<file path="src/plane_slot_reservation_table_assert.svh">
// ----------------------------------------------------------------------------
// Plane slot reservation table: assertion macros
// Concurrent assertion forms used by the block's datapath module.
// ----------------------------------------------------------------------------
`ifndef PLANE_SLOT_RESERVATION_TABLE_ASSERT_SVH
`define PLANE_SLOT_RESERVATION_TABLE_ASSERT_SVH

// Same-cycle implication, disabled during reset.
`define PSRT_ASSERT_NOW(label, clk, rst, ante, cons, msg) \
  label: assert property (@(posedge clk) disable iff (rst) (ante) |-> (cons)) \
    else $error(msg);

// Next-cycle implication, disabled during reset.
`define PSRT_ASSERT_NEXT(label, clk, rst, ante, cons, msg) \
  label: assert property (@(posedge clk) disable iff (rst) (ante) |=> (cons)) \
    else $error(msg);

`endif

</file>
<file path="src/pstr_pkg.sv">
// ----------------------------------------------------------------------------
// Plane slot reservation table package
// Field widths, operation and status codes, and controller interface types.
// ----------------------------------------------------------------------------
`timescale 1ns / 1ps
`default_nettype none

package pstr_pkg;

  localparam int FUNC_W    = 2;
  localparam int OUTPUT_W  = 4;
  localparam int SLOT_W    = 8;
  localparam int SURFACE_W = 12;
  localparam int STATUS_W  = 3;
  localparam int KEY_W     = OUTPUT_W + SLOT_W;
  localparam int ENTRY_W   = KEY_W + SURFACE_W;

  localparam logic [FUNC_W-1:0] FN_ASSIGN  = 2'd0;
  localparam logic [FUNC_W-1:0] FN_RELEASE = 2'd1;
  localparam logic [FUNC_W-1:0] FN_QUERY   = 2'd2;

  localparam logic [STATUS_W-1:0] ST_OK      = 3'd0;
  localparam logic [STATUS_W-1:0] ST_INVAL   = 3'd1;
  localparam logic [STATUS_W-1:0] ST_NOSLOT  = 3'd2;
  localparam logic [STATUS_W-1:0] ST_UNAVAIL = 3'd3;
  localparam logic [STATUS_W-1:0] ST_FULL    = 3'd4;

  // Commands from the controller to the datapath.
  typedef struct packed {
    logic load;
    logic check;
    logic scan;
    logic capture;
    logic append;
    logic move_rd;
    logic move_wr;
  } cmd_t;

  // Status from the datapath to the controller.
  typedef struct packed {
    logic need_scan;
    logic hit;
    logic miss;
    logic do_append;
    logic do_remove;
  } stat_t;

endpackage

`default_nettype wire

</file>
<file path="src/pstr_ctrl.sv">
// ----------------------------------------------------------------------------
// Plane slot reservation table controller
// Sequences one operation: argument check, table scan, update and result.
// ----------------------------------------------------------------------------
`timescale 1ns / 1ps
`default_nettype none

module pstr_ctrl (
  input  wire logic           clk,
  input  wire logic           rst,
  input  wire logic           start,
  input  wire pstr_pkg::stat_t stat,
  output pstr_pkg::cmd_t      cmd,
  output logic                busy,
  output logic                done
);

  import pstr_pkg::*;

  typedef enum logic [6:0] {
    S_IDLE    = 7'b0000001,
    S_CHECK   = 7'b0000010,
    S_SCAN    = 7'b0000100,
    S_APPEND  = 7'b0001000,
    S_MOVE_RD = 7'b0010000,
    S_MOVE_WR = 7'b0100000,
    S_DONE    = 7'b1000000
  } state_t;

  state_t state, state_next;

  always_ff @(posedge clk) begin
    if (rst) begin
      state <= S_IDLE;
    end else begin
      state <= state_next;
    end
  end

  always_comb begin
    state_next = state;
    cmd        = '0;
    unique case (state)
      S_IDLE: begin
        if (start) begin
          cmd.load   = 1'b1;
          state_next = S_CHECK;
        end
      end
      S_CHECK: begin
        cmd.check = 1'b1;
        if (stat.need_scan) begin
          state_next = S_SCAN;
        end else begin
          cmd.capture = 1'b1;
          state_next  = S_DONE;
        end
      end
      S_SCAN: begin
        cmd.scan = 1'b1;
        if (stat.hit || stat.miss) begin
          cmd.capture = 1'b1;
          if (stat.do_append) begin
            state_next = S_APPEND;
          end else if (stat.do_remove) begin
            state_next = S_MOVE_RD;
          end else begin
            state_next = S_DONE;
          end
        end
      end
      S_APPEND: begin
        cmd.append = 1'b1;
        state_next = S_DONE;
      end
      S_MOVE_RD: begin
        cmd.move_rd = 1'b1;
        state_next  = S_MOVE_WR;
      end
      S_MOVE_WR: begin
        cmd.move_wr = 1'b1;
        state_next  = S_DONE;
      end
      S_DONE: begin
        state_next = S_IDLE;
      end
      default: begin
        state_next = S_IDLE;
      end
    endcase
  end

  assign busy = (state != S_IDLE);
  assign done = (state == S_DONE);

endmodule

`default_nettype wire

</file>
<file path="src/pstr_dp.sv">
// ----------------------------------------------------------------------------
// Plane slot reservation table datapath
// Holds the packed entry memory, the entry count, the scan pointer and the
// result registers.
// ----------------------------------------------------------------------------
`timescale 1ns / 1ps
`default_nettype none

`include "plane_slot_reservation_table_assert.svh"

module pstr_dp #(
  parameter int TABLE_ENTRIES = 64
) (
  input  wire logic                              clk,
  input  wire logic                              rst,
  input  wire pstr_pkg::cmd_t                    cmd,
  output pstr_pkg::stat_t                        stat,
  input  wire logic [pstr_pkg::FUNC_W-1:0]       func,
  input  wire logic [pstr_pkg::OUTPUT_W-1:0]     output_id,
  input  wire logic [pstr_pkg::SLOT_W-1:0]       slot_id,
  input  wire logic [pstr_pkg::SURFACE_W-1:0]    surface_id,
  input  wire logic                              slot_chosen,
  input  wire logic                              slot_exists,
  input  wire logic                              slot_compatible,
  output logic [pstr_pkg::STATUS_W-1:0]          status,
  output logic [pstr_pkg::SLOT_W-1:0]            granted_slot,
  output logic                                   held
);

  import pstr_pkg::*;

  localparam int CW = $clog2(TABLE_ENTRIES + 1);
  localparam int IW = (TABLE_ENTRIES > 1) ? $clog2(TABLE_ENTRIES) : 1;
  localparam logic [CW-1:0] FULL_COUNT = CW'(TABLE_ENTRIES);

  // Latched operation.
  logic [FUNC_W-1:0]    func_q;
  logic [OUTPUT_W-1:0]  output_q;
  logic [SLOT_W-1:0]    slot_q;
  logic [SURFACE_W-1:0] surface_q;
  logic                 chosen_q;
  logic                 exists_q;
  logic                 compat_q;

  logic [ENTRY_W-1:0] mem [TABLE_ENTRIES];
  logic [ENTRY_W-1:0] rd_data;
  logic [IW-1:0]      rd_idx;
  logic               rd_en;
  logic [IW-1:0]      wr_idx;
  logic [ENTRY_W-1:0] wr_data;
  logic               wr_en;

  logic [CW-1:0] count;
  logic [CW-1:0] count_dec;
  logic [CW-1:0] rd_addr;
  logic [IW-1:0] cmp_idx;
  logic          cmp_vld;
  logic          cmp_end;
  logic [IW-1:0] hit_idx;

  logic key_match;
  logic holder_ok;
  logic full;
  logic args_ok;

  logic [STATUS_W-1:0] status_next;
  logic [SLOT_W-1:0]   granted_next;
  logic                held_next;

  always_ff @(posedge clk) begin
    if (cmd.load) begin
      func_q    <= func;
      output_q  <= output_id;
      slot_q    <= slot_id;
      surface_q <= surface_id;
      chosen_q  <= slot_chosen;
      exists_q  <= slot_exists;
      compat_q  <= slot_compatible;
    end
  end

  assign count_dec = count - CW'(1);
  assign full      = (count == FULL_COUNT);
  assign args_ok   = (output_q != '0) && (surface_q != '0);

  // Entry memory: one write port, one registered read port.
  assign rd_en   = cmd.scan || cmd.move_rd;
  assign rd_idx  = cmd.move_rd ? count_dec[IW-1:0] : rd_addr[IW-1:0];
  assign wr_en   = cmd.append || (cmd.move_wr && (CW'(hit_idx) != count));
  assign wr_idx  = cmd.append ? count[IW-1:0] : hit_idx;
  assign wr_data = cmd.append ? {output_q, slot_q, surface_q} : rd_data;

  always_ff @(posedge clk) begin
    if (wr_en) begin
      mem[wr_idx] <= wr_data;
    end
    if (rd_en) begin
      rd_data <= mem[rd_idx];
    end
  end

  // Scan pointer. The compare stage (cmp_idx, cmp_vld) is registered from the read address.
  always_ff @(posedge clk) begin
    if (rst) begin
      rd_addr <= '0;
      cmp_vld <= 1'b0;
      cmp_end <= 1'b0;
    end else if (cmd.check) begin
      rd_addr <= '0;
      cmp_vld <= 1'b0;
      cmp_end <= 1'b0;
    end else if (cmd.scan) begin
      cmp_vld <= (rd_addr < count);
      cmp_end <= (rd_addr >= count);
      if (rd_addr < count) begin
        rd_addr <= rd_addr + CW'(1);
      end
    end
  end

  always_ff @(posedge clk) begin
    if (cmd.scan) begin
      cmp_idx <= rd_addr[IW-1:0];
    end
    if (cmd.capture) begin
      hit_idx <= cmp_idx;
    end
  end

  always_ff @(posedge clk) begin
    if (rst) begin
      count <= '0;
    end else if (cmd.append) begin
      count <= count + CW'(1);
    end else if (cmd.move_rd) begin
      count <= count_dec;
    end
  end

  assign key_match = (rd_data[ENTRY_W-1:SURFACE_W] == {output_q, slot_q});
  assign holder_ok = (rd_data[SURFACE_W-1:0] == surface_q);

  always_comb begin
    stat.need_scan = ((func_q == FN_ASSIGN) && args_ok && chosen_q && exists_q) ||
                     ((func_q == FN_RELEASE) && (output_q != '0)) ||
                     (func_q == FN_QUERY);
    stat.hit       = cmp_vld && key_match;
    stat.miss      = cmp_end;
    stat.do_append = stat.miss && (func_q == FN_ASSIGN) && compat_q && !full;
    stat.do_remove = stat.hit && (func_q == FN_RELEASE) && holder_ok;
  end

  always_comb begin
    status_next  = ST_OK;
    granted_next = '0;
    held_next    = 1'b0;
    unique case (func_q)
      FN_ASSIGN: begin
        if (!args_ok) begin
          status_next = ST_INVAL;
        end else if (!chosen_q) begin
          status_next = ST_NOSLOT;
        end else if (!exists_q) begin
          status_next = ST_UNAVAIL;
        end else if (stat.hit) begin
          // The present holder gets its own slot back regardless of format.
          if (holder_ok) begin
            granted_next = slot_q;
          end else begin
            status_next = ST_UNAVAIL;
          end
        end else if (!compat_q) begin
          status_next = ST_UNAVAIL;
        end else if (full) begin
          status_next = ST_FULL;
        end else begin
          granted_next = slot_q;
        end
      end
      FN_RELEASE: begin
        status_next = ST_OK;
      end
      FN_QUERY: begin
        held_next = stat.hit && holder_ok;
      end
      default: begin
        status_next = ST_INVAL;
      end
    endcase
  end

  always_ff @(posedge clk) begin
    if (cmd.capture) begin
      status       <= status_next;
      granted_slot <= granted_next;
      held         <= held_next;
    end
  end

  `PSRT_ASSERT_NOW(a_count_bound, clk, rst, 1'b1, count <= FULL_COUNT, "entry count overflow")
  `PSRT_ASSERT_NOW(a_append_room, clk, rst, cmd.append, !full, "append into a full table")
  `PSRT_ASSERT_NEXT(a_remove_dec, clk, rst, cmd.move_rd && !rst, count == $past(count_dec), "remove did not shrink table")

endmodule

`default_nettype wire

</file>
<file path="src/plane_slot_reservation_table.sv">
// ----------------------------------------------------------------------------
// Plane slot reservation table
// Packed table of (output, slot) reservations naming the holding surface,
// with assign, release and held-by query operations.
// ----------------------------------------------------------------------------
// Channel   Handshake            Payload
// request   start, busy          func, output_id, slot_id, surface_id,
//                                slot_chosen, slot_exists, slot_compatible
// result    done (one cycle)     status, granted_slot, held
//
// For operations that scan, the time to the done beat depends on N, the
// number of stored entries: the linear scan of the entry memory reads one
// entry per cycle through its single read port until a hit or the end.
// busy stays high up to and including the done cycle, so the next request is
// taken the cycle after. Reset clears the entry count; no clearing pass.
// The receiver cannot stall: done is high for a single cycle, and status,
// granted_slot and held stay until the next operation captures new ones.
`timescale 1ns / 1ps
`default_nettype none

module plane_slot_reservation_table #(
  parameter int TABLE_ENTRIES = 64
) (
  input  wire logic                           clk,
  input  wire logic                           rst,
  input  wire logic                           start,
  output logic                                busy,
  input  wire logic [pstr_pkg::FUNC_W-1:0]    func,
  input  wire logic [pstr_pkg::OUTPUT_W-1:0]  output_id,
  input  wire logic [pstr_pkg::SLOT_W-1:0]    slot_id,
  input  wire logic [pstr_pkg::SURFACE_W-1:0] surface_id,
  input  wire logic                           slot_chosen,
  input  wire logic                           slot_exists,
  input  wire logic                           slot_compatible,
  output logic                                done,
  output logic [pstr_pkg::STATUS_W-1:0]       status,
  output logic [pstr_pkg::SLOT_W-1:0]         granted_slot,
  output logic                                held
);

  import pstr_pkg::*;

  cmd_t  cmd;
  stat_t stat;
  logic  ctrl_busy;

  pstr_ctrl u_ctrl (
    .clk   (clk),
    .rst   (rst),
    .start (start),
    .stat  (stat),
    .cmd   (cmd),
    .busy  (ctrl_busy),
    .done  (done)
  );

  pstr_dp #(
    .TABLE_ENTRIES (TABLE_ENTRIES)
  ) u_dp (
    .clk             (clk),
    .rst             (rst),
    .cmd             (cmd),
    .stat            (stat),
    .func            (func),
    .output_id       (output_id),
    .slot_id         (slot_id),
    .surface_id      (surface_id),
    .slot_chosen     (slot_chosen),
    .slot_exists     (slot_exists),
    .slot_compatible (slot_compatible),
    .status          (status),
    .granted_slot    (granted_slot),
    .held            (held)
  );

  assign busy = ctrl_busy;

endmodule

`default_nettype wire
</file>
<file path="config.mk">
export PLATFORM = sky130hd
export DESIGN_NAME = plane_slot_reservation_table
export DESIGN_NICKNAME = d
export VERILOG_FILES = /design/src/pstr_pkg.sv /design/src/pstr_ctrl.sv /design/src/pstr_dp.sv /design/src/plane_slot_reservation_table.sv
export VERILOG_INCLUDE_DIRS = /design/src /design/src/src
export SDC_FILE = /design/constraint.sdc
export NUM_CORES = 2
export LEC_CHECK = 0
export BUFFER_PORTS_ARGS = -buffer_cell sky130_fd_sc_hd__buf_2
export CAP_MARGIN = 30
export CORE_ASPECT_RATIO = 0.75
export CORE_MARGIN = 2
export CORE_UTILIZATION = 28
export DETAILED_ROUTE_END_ITERATION = 6
export GPL_ROUTABILITY_DRIVEN = 1
export PLACE_DENSITY_LB_ADDON = 0.3
export RECOVER_POWER = 100
export SETUP_SLACK_MARGIN = 0.1
export SYNTH_ARGS = -nofsm -noshare
export SYNTH_HDL_FRONTEND = slang
export SYNTH_SLANG_ARGS = --single-unit
</file>
<file path="constraint.sdc">
create_clock -name clk -period 4.94 [get_ports clk]
set_input_delay 0.247 -clock clk [delete_from_list [all_inputs] [get_ports clk]]
set_output_delay 0.247 -clock clk [all_outputs]
set_load 0.03 [all_outputs]
</file>
### Yosys cells after proc, flatten, opt, wreduce, memory -nomap -nowiden

Memory sizes are Yosys's and may differ from the RTL's. A register that Yosys moved wholly into a read port is not among the register bits.
Cells that the tools add are included.

| word-level totals | value |
|---|---|
| memories | 1 |
| ROM bits | 0 |
| memory bits (writable) | 1,536 |
| latch bits | 0 |
| logic and storage cells | 103 |
| register bits after elaboration | 76 |
| bits of input ports | 32 |

Memories:

| name | words | width | read ports | clocked after memory_dff | wr ports | line | RTL |
|---|---|---|---|---|---|---|---|
| u_dp.mem | 64 | 24 | 1 | 1 | 1 | pstr_dp.sv:45 | `logic [ENTRY_W-1:0] mem [TABLE_ENTRIES];` |

| cells by class | value |
|---|---|
| bitwise logic cells | 0 |
| order comparisons | 2 |
| reductions and logical operators | 29 |
| equal/unequal tests | 16 |
| $add $sub $neg | 3 |
| div/mod/pow operators | 0 |
| $mul | 0 |
| multiplexer cells | 35 |
| shift-type cells | 0 |

Operators by type and width:

| kind | number |
|---|---|
| $mux W7 | 7 |
| $pmux W7 S5 | 1 |
| $mux W8 | 4 |
| $eq A12 B12 Y1 | 2 |
| $mux W24 | 1 |
| $mux W3 | 6 |
| $add A7 B1 Y7 const B | 2 |
| $eq A7 B7 Y1 const B | 2 |
| $logic_and A1 B1 Y1 | 13 |
| $mux W6 | 2 |
| $reduce_bool A12 Y1 | 1 |
| $mux W1 | 11 |
| $eq A7 B1 Y1 const B | 1 |
| $eq A7 B2 Y1 const B | 1 |
| $eq A7 B3 Y1 const B | 1 |
| $eq A7 B4 Y1 const B | 1 |
| $eq A7 B5 Y1 const B | 1 |
| $eq A7 B6 Y1 const B | 1 |
| $ge A7 B7 Y1 | 1 |
| $lt A7 B7 Y1 | 1 |
| $ne A6 B7 Y1 | 1 |
| $ne A7 B1 Y1 const B | 1 |
| $sub A7 B1 Y7 const B | 1 |
| $pmux W3 S2 | 1 |
| 14 further kinds | 21 |

### Longest topological paths before layout

| depth | value |
|---|---|
| depth after elaboration | 9 |
| depth in mapped cells | 13 |
| depth with buffers taken out | 9 |

### Modules after synthesis

Synthesis repeated with hierarchy kept, for this count alone.

| unflattened totals | value |
|---|---|
| cells, all modules | 4,192 |
| area total of the unflattened synthesis | 66,024.6 µm² |

By module, submodules not included:

| module | times used | cells each | seq. area each (µm²) | area each (µm²) |
|---|---|---|---|---|
| pstr_dp | 1 | 4,141 | 48,756.8 | 65,549.1 |
| pstr_ctrl | 1 | 51 | 140.1 | 475.5 |

### Worst setup path after synthesis

OpenSTA, ideal clock, no wires.

| timing path | value |
|---|---|
| path kind | register to register |
| start point | reg u_ctrl.state[4] |
| end point | mem u_dp.mem[3][0] (netlist bit) (enable) |
| data arrival time | 3,357 ps |
| slack | 1,178 ps |
| buffers on the path | 2 |
| required time | 4,535 ps |
| stages on the path, launching flop included | 8 |
| cells stage by stage | dfxtp_1 > or3_1 > or4_1 > clkbuf_1 > clkbuf_1 > o31ai_1 > nand3_1 > nor2_1 |

| between the ends | value |
|---|---|
| longest elaborated chain between the ends | 6 |
| elaborated cells on any way between the ends | 9 |
| classes of those cells | eq/ne: 2; mux: 5; reduce/logical: 2 |

RTL lines:

| element | line | RTL |
|---|---|---|
| start, declared | pstr_ctrl.sv:30 | `state_t state, state_next;` |
| start signal, assigned | pstr_ctrl.sv:36 | `state <= state_next;` |
| $eq A7 B6 Y1 | pstr_ctrl.sv:43 | `unique case (state)` |
| $mux W1 | pstr_ctrl.sv:43 |  |
| $logic_and A1 B1 Y1 | pstr_dp.sv:89 | `assign wr_en = cmd.append \|\| (cmd.move_wr && (CW'(hit_idx) != count));` |
| $logic_or A1 B1 Y1 | pstr_dp.sv:89 |  |
| $mux W1 | pstr_dp.sv:94 | `if (wr_en) begin` |
| $mux W1 (not written as such) | pstr_dp.sv:95 | `mem[wr_idx] <= wr_data;` |
| end, declared | pstr_dp.sv:45 |  |

Several ways; a longest one is shown, not always the timed one.

### Worst setup path after layout

| timing path | value |
|---|---|
| start point | reg u_ctrl.state[0] |
| end point | mem u_dp.mem[16][16] (netlist bit) (enable) |

Same word-level chain as after synthesis.

==> flow_summary.yaml <==
sta:
  period_share_pct: 93.80
  setup_ws_ps: 306.2
  drv_slew: 1354
  worst_pin_slew_ps: 1998
  fin_setup_tns_ps: 0
  relSlewSlack_pct: -33.18
  setup_viol: 0
  fmaxAchievable_ghz: 0.2158
  finClkSkew_ps: 72.78
  hold_viol_final: 0
  period_minus_slack_ps: 4634
  rsz0062_at_grt: "no"
  holdWs_ps: 162.4
worst_setup_path:
  slowest_delay_ps: 910
  worstPathArrival_ps: 5130
  startpoint_type: "flip-flop"
  path_class: "reg2reg"
  crit_chain: "or4_1 -> nor4b_1 -> nor2_1 -> a21oi_1 -> nand2_1 -> nor2_1 -> buf_12"
  cp_max_fo: 21
  cp_slowest_cell: "a21oi_1"
  reg2reg_setup_slack_ps: 310
  crit_family: "simple AND/OR/NAND/NOR gates"
  r2r-end: "u_dp.mem[16][16]"
  regToRegStartpoint: "u_ctrl.state[0]"
  path_buf_inv: 1
  ff2ff_path_depth: 7
  cpMostUsedCell: "nor2_1"
  setup.worst_path.end_class: "flip-flop"
  cp.required_ps: 5440
die:
  initial_core_util_pct: 28.23
  die_h_um: 425.8
  die_w_um: 566.4
  rows: 154
  coreArea_um2: 235300
  ios: 46
  dieArea_um2: 241200
clock_network:
  clk_latency_ps: 830
  clock_path_buffers: 4
  cts_tree: "yes"
  h-tree-depth: 4
  numCtsBuffers: 165
  cts.clk_slew.worst_paths_ps: 60
  cts-root-buf: "clkbuf_16"
  clock-sinks: 1636
layout:
  layout-drive-gt1-share_pct: 10.76
  regArea_um2: 48900
  fin_cells: 8119
  nets: 4932
  fillCellCount: 22950
  multi_input_area_um2: 16050
  syn2layout_area_growth_pct: 15.25
synthesis:
  syn_area_um2: 66420
  avgSynthCellArea_um2: 13.80
  syn_inst: 4814
  ys_types: 61
  synth_area_leaders: "edfxtp_1 (73%), nand3_1 (5.2%), o21ai_0 (3.0%)"
  async_flop_share_pct: 0
  synth_nets: 4861
  synth_top_area_share_pct: 72.93
  yosysWarnings: 0
  ys_seq_area_share_pct: 73.62
  synth_seq_cells: 1636
  synth-edff-count: 1613
  synth_area_leader_cell: "edfxtp_1"
  synthFlopType: "edfxtp_1"
global_route:
  grt_pass1_wl_mm: 317.8
  grt_start_max_net_pins: 157
  antenna_found_initial: 21
  grt_use_met1_pct: 28.08
  grt_usage_pct: 17.99
  grt_overflow: 0
  grtUsageMet3_pct: 5.473
  top_usage_layer: "met1"
  grt_pass1_vias: 41060
  grt_util_met2_pct: 23.94
power:
  switching_power_mw: 5.427
  p_int_mw: 21.71
  power.share.clock_pct: 43.9
  p_leak_nw: 23.48
  power_density_nw_per_um2: 354.5
  peakVddDrop_uv: 243.9
  power_frac_comb_pct: 0.5
  switching_share_pct: 20.00
  seqPwrFrac_pct: 55.6
drt:
  wl_mm: 224.4
  vias_per_cell: 5.489
  drt_iter0_markers: 6652
  route.detailed.drc: 0
  ant_nets: 0
  routedWlPerCell_um: 27.64
  vias: 44567
  drt-pass1-iter-count: 6
status:
  violations: "max-capacitance violations, max-slew violations"
  run_status: "complete, but fails checks"
hold_path:
  hold_path.class: "in2reg"
  min_path_cells: 2
  whs_endpoint: "u_dp.slot_q[0]"
  worstHoldStart: "slot_id[0]"
placed_design:
  port_buffers: 45
  dpl.cell_count: 7803
  gp_congestion: 0.8897
  pre_cts_slack_ps: 558.0
  dp_hpwl_mm: 127.1
flow_run:
  cap_violations: 23
-- sequential cells by signal, summed over array words and instances (netlist names), 7 cells and up --
signal / count
u_ctrl.state: 7
u_dp.count: 7
u_dp.granted_slot: 8
u_dp.mem: 1536
u_dp.rd_addr: 7
u_dp.rd_data: 24
u_dp.slot_q: 8
u_dp.surface_q: 12
-- logic make-up after synthesis --
family,Yosys count,synth area share [%]
flip-flops,1636,73.62
XOR/XNOR,42,0.5538
buffers and inverters,435,2.688
AND/OR/NAND/NOR,1669,12.38
AO/OA/AOI/OAI,1013,10.42
adder cells (fa/ha/maj),15,0.2826
multiplexers,4,0.06028
-- cell type report --
cell class                      count  share of cell area [%]
Antenna cell                        7                 0.02288
Clock buffer                      202                   5.700
Clock inverter                     72                  0.7110
Multi-Input combinational cell   2743                   20.96
Sequential cell                  1636                   63.88
Timing Repair Buffer              320                   3.532
Inverter                           19                 0.09317
Tap cell                         3120                   5.100
-- layout by cell type (no fill, tap or decap), drive strengths merged, types with 7 or more instances in the layout --
cell type,count
diode,7
nor4,16
xor2,7
edfxtp,1613
inv,20
o21ai,398
bufinv,7
nand3,687
xnor2,35
dfxtp,23
dlygate4sd3,32
ha,15
nand2b,7
a211oi,193
nand4,110
nor2,96
a31oi,196
a311o,192
or4,29
nand2,484
clkinv,59
clkbuf,323
buf,167
and2,10
and3,194
nor3,10
a21oi,13
-- layer usage --
metal / part of all wire [%] / routed length [um]
met4: 2.0 / 4513
met1: 46 / 103900
met2: 40 / 88760
met5: 0.045 / 100
met3: 12 / 27110
-- worst max-delay path by stage --
stage | startpoint | to | slack [ps] | cells after the start
final | u_ctrl.state[0] | u_dp.mem[16][16] | 310 | 7
after global routing | u_ctrl.state[5] | u_dp.mem[36][11] | 180 | 7
after floorplan | u_ctrl.state[4] | u_dp.mem[3][0] | 1180 | 7
after global placement | u_ctrl.state[0] | u_dp.rd_data[18] | 250 | 9
after CTS | u_ctrl.state[0] | u_dp.rd_data[8] | 550 | 9
after detailed placement | u_ctrl.state[0] | u_dp.rd_data[8] | 560 | 9
-- metrics by stage --
stage	util, %	instance area [um^2]	power (mW)
after floorplan	-	66420	15.43
after global placement	30.49	71740	15.49
after detailed placement	30.54	71860	15.49
after CTS	32.77	77090	27.29
after global routing	32.53	76530	27.84
final	32.54	76550	27.14
-- power by group through the flow --
stage               combinational (mW)  clock, mW  sequential, mW
floorplan                       0.0619          0            15.4
detailed placement               0.112          0            15.4
global placement                 0.112          0            15.4
CTS                              0.134       12.1            15.1
global route                     0.142       12.6            15.1
finish                           0.132       11.9            15.1
-- synthesized netlist by cell type (all sizes together) (7+ instances only) --
library cell  number
edfxtp          1613
nand3            687
nand2            484
o21ai            398
clkbuf           309
a31oi            196
and3             194
a211oi           193
a311o            192
nand4            110
buf              107
nor2              96
xnor2             35
or4               29
dfxtp             23
inv               19
nor4              16
ha                15
a21oi             13
and2              10
nor3              10
nand2b             7
xor2               7
-- worst register-to-register path, delay by kind of cell, from the launching register on --
family / cells / cell delay, ps
flops: 1 / 390
buf+inv: 1 / 260
compound gates: 1 / 910
simple gates: 5 / 2740
-- what timing repair did --
item,CTS,global route
resized for setup,0,0
hold endpoints to repair,43,0
hold buffers,32,0
setup buffers,0,0
(Power assumes the default switching activity.)
